File: src/sv/vital_sign_zscore_anomaly_risk_unit_assert.svh
// Assertion macros shared by the vital sign z-score block.
`ifndef VITAL_SIGN_ZSCORE_ANOMALY_RISK_UNIT_ASSERT_SVH
`define VITAL_SIGN_ZSCORE_ANOMALY_RISK_UNIT_ASSERT_SVH

// Same-cycle implication, checked outside reset.
`define VSZAR_ASSERT_NOW(lbl, ante, cons, msg) \
    lbl: assert property (@(posedge clk) disable iff (!rst_n) (ante) |-> (cons)) \
        else $error(msg);

// Next-cycle implication, checked outside reset.
`define VSZAR_ASSERT_NEXT(lbl, ante, cons, msg) \
    lbl: assert property (@(posedge clk) disable iff (!rst_n) (ante) |=> (cons)) \
        else $error(msg);

`endif

File: src/sv/vszar_pkg.sv
// Types, codes, constants and band functions of the vital sign z-score block.
package vszar_pkg;

    localparam int ZW = 12;
    localparam int ZBW = 4;
    localparam logic [1:0] LAST_CH = 2'd3;

    localparam logic [10:0] Z_LIMIT_RST = 11'd512;
    localparam logic [3:0] CRIT_SCORE_RST = 4'd5;
    localparam logic [3:0] WARN_SCORE_RST = 4'd2;

    localparam logic [1:0] REG_Z_LIMIT = 2'd0;
    localparam logic [1:0] REG_CRIT_SCORE = 2'd1;
    localparam logic [1:0] REG_WARN_SCORE = 2'd2;

    localparam logic signed [10:0] TEMP_BAND3_LO = 11'sd350;
    localparam logic signed [10:0] TEMP_BAND3_HI = 11'sd395;
    localparam logic signed [10:0] TEMP_BAND2_LO = 11'sd360;
    localparam logic signed [10:0] TEMP_BAND2_HI = 11'sd380;
    localparam logic signed [10:0] TEMP_BAND1_LO = 11'sd365;
    localparam logic signed [10:0] TEMP_BAND1_HI = 11'sd375;
    localparam logic [7:0] HEART_BAND3_LO = 8'd50;
    localparam logic [7:0] HEART_BAND3_HI = 8'd120;
    localparam logic [7:0] HEART_BAND2_LO = 8'd55;
    localparam logic [7:0] HEART_BAND2_HI = 8'd100;
    localparam logic [7:0] HEART_BAND1_LO = 8'd60;
    localparam logic [7:0] HEART_BAND1_HI = 8'd90;
    localparam logic [6:0] OXY_BAND3 = 7'd90;
    localparam logic [6:0] OXY_BAND2 = 7'd94;
    localparam logic [6:0] OXY_BAND1 = 7'd97;

    typedef struct packed {
        logic signed [10:0] temp_tenths;
        logic [9:0] humidity_tenths;
        logic [7:0] pulse_bpm;
        logic [6:0] spo2_percent;
    } item_t;

    typedef enum logic [3:0] {
        ST_IDLE,
        ST_CH,
        ST_SUM,
        ST_NSQ,
        ST_SSQ,
        ST_VAR,
        ST_DEV,
        ST_DEN,
        ST_NUM,
        ST_ROOT_GO,
        ST_ROOT_WAIT,
        ST_ZOUT,
        ST_DONE
    } state_t;

    typedef enum logic [1:0] {
        LVL_NORMAL = 2'd0,
        LVL_WARNING = 2'd1,
        LVL_CRITICAL = 2'd2
    } level_t;

    typedef enum logic [2:0] {
        STS_OK = 3'd0,
        STS_WARNING = 3'd1,
        STS_CRITICAL = 3'd2,
        STS_ANOMALY = 3'd3,
        STS_CRIT_ANOMALY = 3'd4
    } status_t;

    function automatic logic signed [11:0] ch_value(input item_t it, input logic [1:0] ch);
        logic signed [11:0] v;
        unique case (ch)
            2'd0: v = 12'(it.temp_tenths);
            2'd1: v = $signed({2'b00, it.humidity_tenths});
            2'd2: v = $signed({4'b0000, it.pulse_bpm});
            default: v = $signed({5'b00000, it.spo2_percent});
        endcase
        return v;
    endfunction

    function automatic logic [1:0] temp_points(input logic signed [10:0] t);
        logic [1:0] p;
        priority if (t < TEMP_BAND3_LO || t > TEMP_BAND3_HI) p = 2'd3;
        else if (t < TEMP_BAND2_LO || t > TEMP_BAND2_HI) p = 2'd2;
        else if (t < TEMP_BAND1_LO || t > TEMP_BAND1_HI) p = 2'd1;
        else p = 2'd0;
        return p;
    endfunction

    function automatic logic [1:0] heart_points(input logic [7:0] h);
        logic [1:0] p;
        priority if (h < HEART_BAND3_LO || h > HEART_BAND3_HI) p = 2'd3;
        else if (h < HEART_BAND2_LO || h > HEART_BAND2_HI) p = 2'd2;
        else if (h < HEART_BAND1_LO || h > HEART_BAND1_HI) p = 2'd1;
        else p = 2'd0;
        return p;
    endfunction

    function automatic logic [1:0] oxygen_points(input logic [6:0] o);
        logic [1:0] p;
        priority if (o < OXY_BAND3) p = 2'd3;
        else if (o < OXY_BAND2) p = 2'd2;
        else if (o < OXY_BAND1) p = 2'd1;
        else p = 2'd0;
        return p;
    endfunction

    // Magnitude of a Q4.8 score; the most negative code reads as 2048.
    function automatic logic [11:0] z_mag(input logic signed [11:0] z);
        return z[11] ? 12'(-z) : 12'(z);
    endfunction

endpackage

File: src/sv/vszar_in_if.sv
// Reading channel: one item carries the four vital sign readings.
interface vszar_in_if;
    logic valid;
    logic ready;
    logic signed [10:0] temp_tenths;
    logic [9:0] humidity_tenths;
    logic [7:0] pulse_bpm;
    logic [6:0] spo2_percent;

    modport source (output valid, temp_tenths, humidity_tenths, pulse_bpm, spo2_percent,
                    input ready);
    modport sink (input valid, temp_tenths, humidity_tenths, pulse_bpm, spo2_percent,
                  output ready);
endinterface

File: src/sv/vszar_out_if.sv
// Result channel: one item carries the z-scores, anomaly flag and risk grading.
interface vszar_out_if;
    logic valid;
    logic ready;
    logic signed [11:0] z_temp;
    logic signed [11:0] z_humid;
    logic signed [11:0] z_heart;
    logic signed [11:0] z_oxygen;
    logic anomaly;
    logic [3:0] risk_score;
    logic [1:0] grade_level;
    logic [2:0] status_code;

    modport source (output valid, z_temp, z_humid, z_heart, z_oxygen, anomaly,
                    risk_score, grade_level, status_code, input ready);
    modport sink (input valid, z_temp, z_humid, z_heart, z_oxygen, anomaly,
                  risk_score, grade_level, status_code, output ready);
endinterface

File: src/sv/vszar_root.sv
// Bit-serial search for the largest m with m*m*den <= num, one bit a cycle.
module vszar_root #(
    parameter int RW = 73
) (
    input  logic clk,
    input  logic rst_n,
    input  logic start,
    input  logic [RW-1:0] num,
    input  logic [RW-1:0] den,
    output logic [vszar_pkg::ZW-1:0] mag,
    output logic done
);
    import vszar_pkg::*;

    logic [RW-1:0] rem_reg;
    logic [RW-1:0] a_reg;
    logic [RW-1:0] b_reg;
    logic [ZW-1:0] mag_reg;
    logic [ZBW-1:0] bit_reg;
    logic busy_reg;
    logic done_reg;
    logic [RW-1:0] trial;
    logic take;

    // a_reg holds den << 2b and b_reg holds (den * m) << (b + 1), so the cost of
    // setting bit b is their sum and needs no multiplier.
    assign trial = b_reg + a_reg;
    assign take = busy_reg && (trial <= rem_reg);

    always_ff @(posedge clk or negedge rst_n)
    begin
        if (!rst_n)
        begin
            busy_reg <= 1'b0;
            done_reg <= 1'b0;
            bit_reg <= '0;
        end
        else
        begin
            done_reg <= 1'b0;
            if (start)
            begin
                busy_reg <= 1'b1;
                bit_reg <= ZBW'(ZW - 1);
            end
            else if (busy_reg)
            begin
                if (bit_reg == '0)
                begin
                    busy_reg <= 1'b0;
                    done_reg <= 1'b1;
                end
                else
                begin
                    bit_reg <= bit_reg - 1'b1;
                end
            end
        end
    end

    always_ff @(posedge clk)
    begin
        if (start)
        begin
            rem_reg <= num;
            a_reg <= den << (2 * (ZW - 1));
            b_reg <= '0;
            mag_reg <= '0;
        end
        else if (busy_reg)
        begin
            if (take)
            begin
                rem_reg <= rem_reg - trial;
                mag_reg[bit_reg] <= 1'b1;
                b_reg <= (b_reg + (a_reg << 1)) >> 1;
            end
            else
            begin
                b_reg <= b_reg >> 1;
            end
            a_reg <= a_reg >> 2;
        end
    end

    assign mag = mag_reg;
    assign done = done_reg;

endmodule

File: src/sv/vital_sign_zscore_anomaly_risk_unit.sv
// Each accepted item is written into the rolling windows and then scored one
// channel at a time by a small sequencer around a single shared multiplier and
// a bit-serial root unit. A channel with three or more occupied entries is set
// up, swept through the window memory in a pipeline, put through six multiply
// steps, handed to the root unit, which resolves twelve bits, and stored; a
// flat window skips the last two multiply steps and the root, and with fewer
// than three entries a channel goes from set-up straight to storing a zero.
// The move into the output register waits for the consumer to take any
// previous result. The input is not ready until the result has been moved
// into the output register, which then waits for the consumer on its own.
module vital_sign_zscore_anomaly_risk_unit #(
    parameter int WINDOW_LEN = 20
) (
    input  logic clk,
    input  logic rst_n,
    input  logic psel,
    input  logic penable,
    input  logic pwrite,
    input  logic [3:0] paddr,
    input  logic [31:0] pwdata,
    output logic [31:0] prdata,
    output logic pready,
    vszar_in_if.sink sample,
    vszar_out_if.source result
);
    import vszar_pkg::*;

    localparam int NW = $clog2(WINDOW_LEN + 1);
    localparam int IW = $clog2(WINDOW_LEN);
    localparam int CW = $clog2(WINDOW_LEN + 2);
    localparam int SW = 12 + NW;
    localparam int QW = 22 + NW;
    localparam int MA = 24 + 2 * NW;
    localparam int MB = 12 + NW;
    localparam int PW = MA + MB;
    localparam int VW = 24 + 2 * NW;
    localparam int DW = 13 + NW;
    localparam int RW = PW + 16;

    state_t state_reg;
    state_t state_next;

    logic [10:0] z_limit_reg;
    logic [3:0] crit_score_reg;
    logic [3:0] warn_score_reg;

    logic [IW-1:0] slot_reg;
    logic [NW-1:0] fill_reg;
    logic [1:0] ch_reg;
    logic [CW-1:0] cnt_reg;
    logic v1_reg;
    logic v2_reg;
    logic out_valid_reg;

    item_t win_mem [WINDOW_LEN];
    item_t rd_reg;
    item_t in_reg;
    item_t in_item;

    logic signed [SW-1:0] sum_reg;
    logic [QW-1:0] sumsq_reg;
    logic [PW-1:0] prod_reg;
    logic [VW-2:0] p_reg;
    logic signed [VW-1:0] var_reg;
    logic signed [DW-1:0] dev_reg;
    logic [PW-1:0] den_reg;
    logic zero_reg;
    logic signed [ZW-1:0] z_reg [4];

    logic signed [ZW-1:0] z_out_reg [4];
    logic anomaly_reg;
    logic [3:0] score_reg;
    level_t level_reg;
    status_t status_reg;

    logic accept;
    logic cfg_write;
    logic [MA-1:0] mul_a;
    logic [MB-1:0] mul_b;
    logic [PW-1:0] mul_p;
    logic signed [11:0] rd_val;
    logic signed [11:0] x_val;
    logic [11:0] rd_abs;
    logic [11:0] x_abs;
    logic [MB-1:0] sum_abs;
    logic [DW-1:0] adev;
    logic [CW-1:0] n_ext;
    logic root_start;
    logic [ZW-1:0] root_mag;
    logic root_done;
    logic signed [ZW-1:0] z_new;
    logic anomaly_now;
    logic [3:0] score_now;
    level_t level_now;
    status_t status_now;
    logic out_load;

    assign in_item.temp_tenths = sample.temp_tenths;
    assign in_item.humidity_tenths = sample.humidity_tenths;
    assign in_item.pulse_bpm = sample.pulse_bpm;
    assign in_item.spo2_percent = sample.spo2_percent;

    assign sample.ready = (state_reg == ST_IDLE);
    assign accept = sample.valid && sample.ready;
    assign cfg_write = psel && penable && pwrite;
    assign pready = 1'b1;

    always_comb
    begin
        unique case (paddr[3:2])
            REG_Z_LIMIT: prdata = 32'(z_limit_reg);
            REG_CRIT_SCORE: prdata = 32'(crit_score_reg);
            REG_WARN_SCORE: prdata = 32'(warn_score_reg);
            default: prdata = '0;
        endcase
    end

    assign rd_val = ch_value(rd_reg, ch_reg);
    assign x_val = ch_value(in_reg, ch_reg);
    assign rd_abs = rd_val[11] ? 12'(-rd_val) : 12'(rd_val);
    assign x_abs = x_val[11] ? 12'(-x_val) : 12'(x_val);
    assign sum_abs = sum_reg[SW-1] ? MB'(-sum_reg) : MB'(sum_reg);
    assign adev = dev_reg[DW-1] ? DW'(-dev_reg) : DW'(dev_reg);
    assign n_ext = CW'(fill_reg);
    assign mul_p = mul_a * mul_b;

    // Sequencer: next state, the operands of the shared multiplier, the root start and the output load.
    always_comb
    begin
        state_next = state_reg;
        mul_a = '0;
        mul_b = '0;
        root_start = 1'b0;
        out_load = 1'b0;
        unique case (state_reg)
            ST_IDLE:
            begin
                if (accept)
                    state_next = ST_CH;
            end
            ST_CH:
            begin
                if (fill_reg < NW'(3))
                    state_next = ST_ZOUT;
                else
                    state_next = ST_SUM;
            end
            ST_SUM:
            begin
                mul_a = MA'(rd_abs);
                mul_b = MB'(rd_abs);
                if (cnt_reg == n_ext + 1'b1)
                    state_next = ST_NSQ;
            end
            ST_NSQ:
            begin
                mul_a = MA'(sumsq_reg);
                mul_b = MB'(fill_reg);
                state_next = ST_SSQ;
            end
            ST_SSQ:
            begin
                mul_a = MA'(sum_abs);
                mul_b = sum_abs;
                state_next = ST_VAR;
            end
            ST_VAR:
            begin
                mul_a = MA'(x_abs);
                mul_b = MB'(fill_reg);
                state_next = ST_DEV;
            end
            ST_DEV:
            begin
                mul_a = MA'(var_reg[VW-2:0]);
                mul_b = MB'(fill_reg);
                if (var_reg[VW-1] || var_reg == '0)
                    state_next = ST_ZOUT;
                else
                    state_next = ST_DEN;
            end
            ST_DEN:
            begin
                mul_a = MA'(adev[DW-2:0]);
                mul_b = MB'(adev[DW-2:0]);
                state_next = ST_NUM;
            end
            ST_NUM:
            begin
                mul_a = prod_reg[MA-1:0];
                mul_b = MB'(fill_reg - 1'b1);
                state_next = ST_ROOT_GO;
            end
            ST_ROOT_GO:
            begin
                root_start = 1'b1;
                state_next = ST_ROOT_WAIT;
            end
            ST_ROOT_WAIT:
            begin
                if (root_done)
                    state_next = ST_ZOUT;
            end
            ST_ZOUT:
            begin
                if (ch_reg == LAST_CH)
                    state_next = ST_DONE;
                else
                    state_next = ST_CH;
            end
            ST_DONE:
            begin
                if (!out_valid_reg || result.ready)
                begin
                    out_load = 1'b1;
                    state_next = ST_IDLE;
                end
            end
            default:
            begin
                state_next = ST_IDLE;
            end
        endcase
    end

    vszar_root #(
        .RW(RW)
    ) u_root (
        .clk(clk),
        .rst_n(rst_n),
        .start(root_start),
        .num({prod_reg, 16'b0}),
        .den(RW'(den_reg)),
        .mag(root_mag),
        .done(root_done)
    );

    // A root result of 2048 or more saturates; negative deviations keep -2048.
    always_comb
    begin
        if (zero_reg)
            z_new = '0;
        else if (dev_reg[DW-1])
            z_new = root_mag[ZW-1] ? $signed({1'b1, {(ZW-1){1'b0}}}) : -$signed(root_mag);
        else
            z_new = root_mag[ZW-1] ? $signed({1'b0, {(ZW-1){1'b1}}}) : $signed(root_mag);
    end

    always_comb
    begin
        anomaly_now = 1'b0;
        if (fill_reg == NW'(WINDOW_LEN))
        begin
            for (int i = 0; i < 4; i++)
            begin
                if (z_mag(z_reg[i]) > 12'(z_limit_reg))
                    anomaly_now = 1'b1;
            end
        end
        score_now = 4'(temp_points(in_reg.temp_tenths)) + 4'(heart_points(in_reg.pulse_bpm))
                  + 4'(oxygen_points(in_reg.spo2_percent));
        priority if (score_now >= crit_score_reg)
            level_now = LVL_CRITICAL;
        else if (score_now >= warn_score_reg)
            level_now = LVL_WARNING;
        else
            level_now = LVL_NORMAL;
        priority if (anomaly_now && level_now == LVL_CRITICAL)
            status_now = STS_CRIT_ANOMALY;
        else if (anomaly_now)
            status_now = STS_ANOMALY;
        else if (level_now == LVL_CRITICAL)
            status_now = STS_CRITICAL;
        else if (level_now == LVL_WARNING)
            status_now = STS_WARNING;
        else
            status_now = STS_OK;
    end

    always_ff @(posedge clk or negedge rst_n)
    begin
        if (!rst_n)
        begin
            state_reg <= ST_IDLE;
            z_limit_reg <= Z_LIMIT_RST;
            crit_score_reg <= CRIT_SCORE_RST;
            warn_score_reg <= WARN_SCORE_RST;
            slot_reg <= '0;
            fill_reg <= '0;
            ch_reg <= '0;
            cnt_reg <= '0;
            v1_reg <= 1'b0;
            v2_reg <= 1'b0;
            out_valid_reg <= 1'b0;
        end
        else
        begin
            state_reg <= state_next;
            if (cfg_write)
            begin
                unique case (paddr[3:2])
                    REG_Z_LIMIT: z_limit_reg <= pwdata[10:0];
                    REG_CRIT_SCORE: crit_score_reg <= pwdata[3:0];
                    REG_WARN_SCORE: warn_score_reg <= pwdata[3:0];
                    default: ;
                endcase
            end
            if (accept)
            begin
                slot_reg <= (slot_reg == IW'(WINDOW_LEN - 1)) ? '0 : slot_reg + 1'b1;
                if (fill_reg < NW'(WINDOW_LEN))
                    fill_reg <= fill_reg + 1'b1;
                ch_reg <= '0;
            end
            if (state_reg == ST_CH)
            begin
                cnt_reg <= '0;
                v1_reg <= 1'b0;
                v2_reg <= 1'b0;
            end
            else if (state_reg == ST_SUM)
            begin
                cnt_reg <= cnt_reg + 1'b1;
                v1_reg <= (cnt_reg < n_ext);
                v2_reg <= v1_reg;
            end
            if (state_reg == ST_ZOUT && ch_reg != LAST_CH)
                ch_reg <= ch_reg + 1'b1;
            if (out_load)
                out_valid_reg <= 1'b1;
            else if (result.ready)
                out_valid_reg <= 1'b0;
        end
    end

    always_ff @(posedge clk)
    begin
        if (accept)
            win_mem[slot_reg] <= in_item;
        rd_reg <= win_mem[cnt_reg[IW-1:0]];
    end

    // The sweep is three deep: read, then sum and square, then add the square.
    always_ff @(posedge clk)
    begin
        prod_reg <= mul_p;
        if (accept)
            in_reg <= in_item;
        if (state_reg == ST_CH)
        begin
            sum_reg <= '0;
            sumsq_reg <= '0;
            zero_reg <= (fill_reg < NW'(3));
        end
        if (state_reg == ST_SUM)
        begin
            if (v1_reg)
                sum_reg <= sum_reg + SW'(rd_val);
            if (v2_reg)
                sumsq_reg <= sumsq_reg + QW'(prod_reg);
        end
        if (state_reg == ST_SSQ)
            p_reg <= prod_reg[VW-2:0];
        if (state_reg == ST_VAR)
            var_reg <= $signed({1'b0, p_reg}) - $signed({1'b0, prod_reg[VW-2:0]});
        if (state_reg == ST_DEV)
        begin
            dev_reg <= (x_val[11] ? -$signed({1'b0, prod_reg[DW-2:0]})
                                  : $signed({1'b0, prod_reg[DW-2:0]})) - DW'(sum_reg);
            zero_reg <= var_reg[VW-1] || var_reg == '0;
        end
        if (state_reg == ST_DEN)
            den_reg <= prod_reg;
        if (state_reg == ST_ZOUT)
            z_reg[ch_reg] <= z_new;
        if (out_load)
        begin
            for (int i = 0; i < 4; i++)
                z_out_reg[i] <= z_reg[i];
            anomaly_reg <= anomaly_now;
            score_reg <= score_now;
            level_reg <= level_now;
            status_reg <= status_now;
        end
    end

    assign result.valid = out_valid_reg;
    assign result.z_temp = z_out_reg[0];
    assign result.z_humid = z_out_reg[1];
    assign result.z_heart = z_out_reg[2];
    assign result.z_oxygen = z_out_reg[3];
    assign result.anomaly = anomaly_reg;
    assign result.risk_score = score_reg;
    assign result.grade_level = level_reg;
    assign result.status_code = status_reg;

`include "vital_sign_zscore_anomaly_risk_unit_assert.svh"

    `VSZAR_ASSERT_NOW(a_fill_bound, 1'b1, fill_reg <= NW'(WINDOW_LEN), "fill count beyond window")
    `VSZAR_ASSERT_NOW(a_root_in_wait, root_done, state_reg == ST_ROOT_WAIT, "root done out of turn")
    `VSZAR_ASSERT_NEXT(a_accept_starts, accept, state_reg == ST_CH && ch_reg == 2'd0, "item not started")
    `VSZAR_ASSERT_NEXT(a_load_valid, out_load, out_valid_reg && state_reg == ST_IDLE, "result not shown")

endmodule

File: src/flat_wrapper.sv
// flat-port wrapper written by rule: the top's interface ports become plain ports
module vital_sign_zscore_anomaly_risk_unit_flat import vszar_pkg::*;
#(
    parameter int WINDOW_LEN = 20
)
  (clk, rst_n, psel, penable, pwrite, paddr, pwdata, prdata, pready, sample_valid, sample_temp_tenths, sample_humidity_tenths, sample_pulse_bpm, sample_spo2_percent, sample_ready, result_valid, result_z_temp, result_z_humid, result_z_heart, result_z_oxygen, result_anomaly, result_risk_score, result_grade_level, result_status_code, result_ready);
  vszar_in_if sample_i ();
  vszar_out_if result_i ();
  input  logic clk;
  input  logic rst_n;
  input  logic psel;
  input  logic penable;
  input  logic pwrite;
  input  logic [3:0] paddr;
  input  logic [31:0] pwdata;
  output logic [31:0] prdata;
  output logic pready;
  input wire logic [$bits(sample_i.valid)-1:0] sample_valid;
  input wire logic [$bits(sample_i.temp_tenths)-1:0] sample_temp_tenths;
  input wire logic [$bits(sample_i.humidity_tenths)-1:0] sample_humidity_tenths;
  input wire logic [$bits(sample_i.pulse_bpm)-1:0] sample_pulse_bpm;
  input wire logic [$bits(sample_i.spo2_percent)-1:0] sample_spo2_percent;
  output wire logic [$bits(sample_i.ready)-1:0] sample_ready;
  output wire logic [$bits(result_i.valid)-1:0] result_valid;
  output wire logic [$bits(result_i.z_temp)-1:0] result_z_temp;
  output wire logic [$bits(result_i.z_humid)-1:0] result_z_humid;
  output wire logic [$bits(result_i.z_heart)-1:0] result_z_heart;
  output wire logic [$bits(result_i.z_oxygen)-1:0] result_z_oxygen;
  output wire logic [$bits(result_i.anomaly)-1:0] result_anomaly;
  output wire logic [$bits(result_i.risk_score)-1:0] result_risk_score;
  output wire logic [$bits(result_i.grade_level)-1:0] result_grade_level;
  output wire logic [$bits(result_i.status_code)-1:0] result_status_code;
  input wire logic [$bits(result_i.ready)-1:0] result_ready;
  assign sample_i.valid = sample_valid;
  assign sample_i.temp_tenths = sample_temp_tenths;
  assign sample_i.humidity_tenths = sample_humidity_tenths;
  assign sample_i.pulse_bpm = sample_pulse_bpm;
  assign sample_i.spo2_percent = sample_spo2_percent;
  assign sample_ready = sample_i.ready;
  assign result_valid = result_i.valid;
  assign result_z_temp = result_i.z_temp;
  assign result_z_humid = result_i.z_humid;
  assign result_z_heart = result_i.z_heart;
  assign result_z_oxygen = result_i.z_oxygen;
  assign result_anomaly = result_i.anomaly;
  assign result_risk_score = result_i.risk_score;
  assign result_grade_level = result_i.grade_level;
  assign result_status_code = result_i.status_code;
  assign result_i.ready = result_ready;
  vital_sign_zscore_anomaly_risk_unit #(.WINDOW_LEN(WINDOW_LEN)) u_core (.clk(clk), .rst_n(rst_n), .psel(psel), .penable(penable), .pwrite(pwrite), .paddr(paddr), .pwdata(pwdata), .prdata(prdata), .pready(pready), .sample(sample_i), .result(result_i));
endmodule
File: config.mk
export PLATFORM = sky130hd
export DESIGN_NAME = vital_sign_zscore_anomaly_risk_unit_flat
export DESIGN_NICKNAME = d
export VERILOG_FILES = /design/src/sv/vszar_pkg.sv /design/src/sv/vszar_in_if.sv /design/src/sv/vszar_out_if.sv /design/src/sv/vszar_root.sv /design/src/sv/vital_sign_zscore_anomaly_risk_unit.sv /design/src/flat_wrapper.sv
export VERILOG_INCLUDE_DIRS = /design/src /design/src/sv
export SDC_FILE = /design/constraint.sdc
export NUM_CORES = 2
export LEC_CHECK = 0
export ABC_AREA = 1
export BUFFER_PORTS_ARGS = -buffer_cell sky130_fd_sc_hd__buf_2
export CAP_MARGIN = 20
export CORE_MARGIN = 2
export CORE_UTILIZATION = 30
export DETAILED_ROUTE_END_ITERATION = 16
export PLACE_DENSITY = 0.51
export SKIP_CTS_REPAIR_TIMING = 1
export SLEW_MARGIN = 10
export SYNTH_ARGS = -nofsm -noshare
export SYNTH_HDL_FRONTEND = slang
export SYNTH_SLANG_ARGS = --single-unit
File: constraint.sdc
create_clock -name clk -period 7.3 [get_ports clk]
set_input_delay 1.095 -clock clk [delete_from_list [all_inputs] [get_ports clk]]
set_output_delay 1.095 -clock clk [all_outputs]
set_load 0.02 [all_outputs]
==> qor.csv <==
metric,value,unit
outcome,"complete, but fails checks",
violated checks,negative setup slack,
simple-gate share of the synthesized area,19.8,%
Worst setup endpoint,u_core.prod_reg[33],
root buffer cell,clkbuf_16,
mux contribution to synthesized area,0,%
Max-cap violations,0,
dpl hpwl,272,mm
# nets final,13200,
Reg2Reg Depth,35,
Worst slew margin,22.5,%
area of the core,0.318,mm2
Post-Synth XOR/XNOR Area,2.72,%
detailed-router iteration count before antenna repair,6,
RSZ-0062 raised after global routing,true,
Crit. path cell count,35,
wire per inst,21.6,um
port buffer count,126,
Cell variety after synth,71,
Main synth FF type,edfxtp_1,
total number of vias,81500,
"flops & latches, synth",1385,
Fmax,0.136,GHz
DRT Wirelength,355,mm
Die H,570,um
"Reg clk slew, reported paths",0.06,ns
Num CTS Buffers,163,
DRT iter0 DRCs,7021,
Clock Path Buffers,4,
largest net degree at the start of global routing,184,
fin worst setup slack,-0.0331,ns
Overall Global Routing Usage,21.2,%
synthesized instance count,11500,
worst path bufs/invs,13,
Post-DP Area,0.106,mm2
startpoint class of the critical path,register,
Static Leakage,49.1,nW
full die area,0.325,mm2
"Slowest-stage cell, CP",fa_1,
Pwr Total,0.0590,W
Layout Skew,0.139,ns
total grt overflow,0,
CP required,8.00,ns
area delta synth->final,19.1,%
measured slew at the worst slew-check pin,1.15,ns
final worst-path cycle share,100,%
Post-synth EDFFs,1089,
DIE WIDTH,570,um
Initial Utilization,30.2,%
number of global-route vias before repair,78700,
Critical path origin,u_core.ch_reg[1],
Synth Area in Adders,16.7,%
via density per instance,4.96,
final hold slack,0.120,ns
reg2reg start,u_core.ch_reg[1],
Final setup viols,2,
Worst Setup End Kind,register,
critical path class,register to register,
TritonCTS clock tree,done,
Worst path top cell family by delay,adder cells,
"Cell Area, Synth",0.0960,mm2
VDD IR max,0.000923,V
Max Slew Vio Count,0,
Hold Fails Final Rpt,0,
total clock sinks,1385,
Max stage delay on crit path,0.56,ns
initial antenna violation count,14,
Worst Hold Class,primary input to asynchronous set/reset pin,
Worst Path Max Fanout,5,
cell mode on critical path,buf_6,
post-synthesis sequential area ratio,40.5,%
number of flip-flops in the largest register,720,
ANT nets after route,0,
min Tclk post-route,7.33,ns
FP Rows,207,
CTS H-tree lvls,4,
R2R setup slack,-0.03,ns
Compound-Gate Fraction of Synth Area,11.8,%
first-pass GRT wire length,517,mm
Power Density,515,mW/mm2
Mean Syn Cell Area,8.38,um2
Final Cell Area,0.114,mm2
Layout Utilization,35.9,%
share of layout cells above drive strength 1,13.4,%
largest family of logic cells by synthesized area,simple AND/OR/NAND/NOR gates,
GP Congestion,0.975,
worst r2r dst,u_core.prod_reg[33],
Place WS,-0.628,ns
ports placed on the boundary,172,
clock latency on the worst-skew pair,0.94,ns
WP data arrival,8.03,ns
DRC errors left,0,
total number of yosys warnings,0,
ys async rst share,3.54,%
[cell usage in the layout (no fill, tap or decap), types with 85 or more instances in the layout]
cell / instances
nand2_1: 2523
inv_1: 1640
nor2_1: 1186
edfxtp_1: 1089
o21ai_0: 804
buf_4: 585
a21oi_1: 486
ha_1: 465
fa_1: 453
nand3_1: 433
o22ai_1: 277
dfxtp_1: 247
clkbuf_16: 167
xnor2_1: 151
xor2_1: 140
buf_2: 125
nand4_1: 90
inv_2: 85
[area by class of cell]
class,count,area [um2]
Multi-Input combinational cell,8002,51600
Sequential cell,1385,38900
Inverter,1746,6610
Fill cell,32900,204000
Tap cell,4180,5230
Clock inverter,91,913
Antenna cell,5,12.5
Clock buffer,202,4350
Timing Repair Buffer,821,6760
[where the power goes]
| part | total [W] | switching (W) | internal (W) |
|---|---|---|---|
| combinational | 0.0395 | 0.0248 | 0.0148 |
| sequential | 0.0113 | 0.00125 | 0.0100 |
| clock | 0.00817 | 0.00354 | 0.00463 |
| total | 0.0590 | 0.0296 | 0.0294 |
[metal layers]
metal | wire length [um] | GRT usage (%)
met3 | 20900 | 2.85
met1 | 157000 | 28.6
met4 | 12100 | 6.60
met2 | 165000 | 35.1
met5 | 83 | 0
[through the flow]
stage | std cells | setup TNS (ns)
2_1_floorplan | 11500 | 0
3_3_place_gp | 16100 | -12.92
3_5_place_dp | 16100 | -14.07
4_1_cts | 16400 | -17.87
5_1_grt | 16400 | -5.97
6_report | 16400 | -0.0430
[synth_stat cells (35+ instances only)]
| library cell | n | area share, % |
|---|---|---|
| xnor2_1 | 155 | 1.4 |
| o21bai_1 | 50 | 0.39 |
| dfrtp_1 | 45 | 1.2 |
| nor2_1 | 1279 | 5.0 |
| a22o_1 | 46 | 0.42 |
| edfxtp_1 | 1089 | 34 |
| o21ai_0 | 848 | 4.4 |
| buf_4 | 39 | 0.30 |
| fa_1 | 488 | 10 |
| dfxtp_1 | 247 | 5.1 |
| nand4_1 | 90 | 0.59 |
| a21o_1 | 36 | 0.28 |
| nor4_1 | 35 | 0.23 |
| nor3_1 | 88 | 0.46 |
| o211ai_1 | 37 | 0.29 |
| ha_1 | 501 | 6.5 |
| nand3_1 | 469 | 2.4 |
| o22ai_1 | 287 | 1.9 |
| a21oi_1 | 530 | 2.8 |
| clkbuf_1 | 199 | 0.78 |
| buf_2 | 96 | 0.50 |
| xor2_1 | 143 | 1.3 |
| inv_1 | 1713 | 6.7 |
| nand2_1 | 2607 | 10 |
[worst min path at each step]
| stage | from | end | slack (ns) | depth (start not counted) |
|---|---|---|---|---|
| 6_report | rst_n | u_core.warn_score_reg[3] | 0.12 | 1 |
| 5_1_grt | rst_n | u_core.warn_score_reg[0] | 0.1 | 1 |
| 4_1_cts | rst_n | u_core.warn_score_reg[0] | 0.07 | 1 |
| 3_5_place_dp | u_core.prod_reg[37] | u_core.den_reg[37] | 0.44 | 0 |
| 3_3_place_gp | u_core.u_root.b_reg[0] | u_core.u_root.b_reg[0] | 0.45 | 2 |
| 2_1_floorplan | u_core.prod_reg[34] | u_core.den_reg[34] | 0.41 | 0 |
[logic make-up after synthesis]
logic type,count (synthesis)
DFF,1385
other,2
adders and majority gates,989
buffers and inverters,2097
and+or+nand+nor,4688
AOI/OAI and AO/OA,2005
xor gates and xnor gates,298
Power figures use the tool's default switching activity.
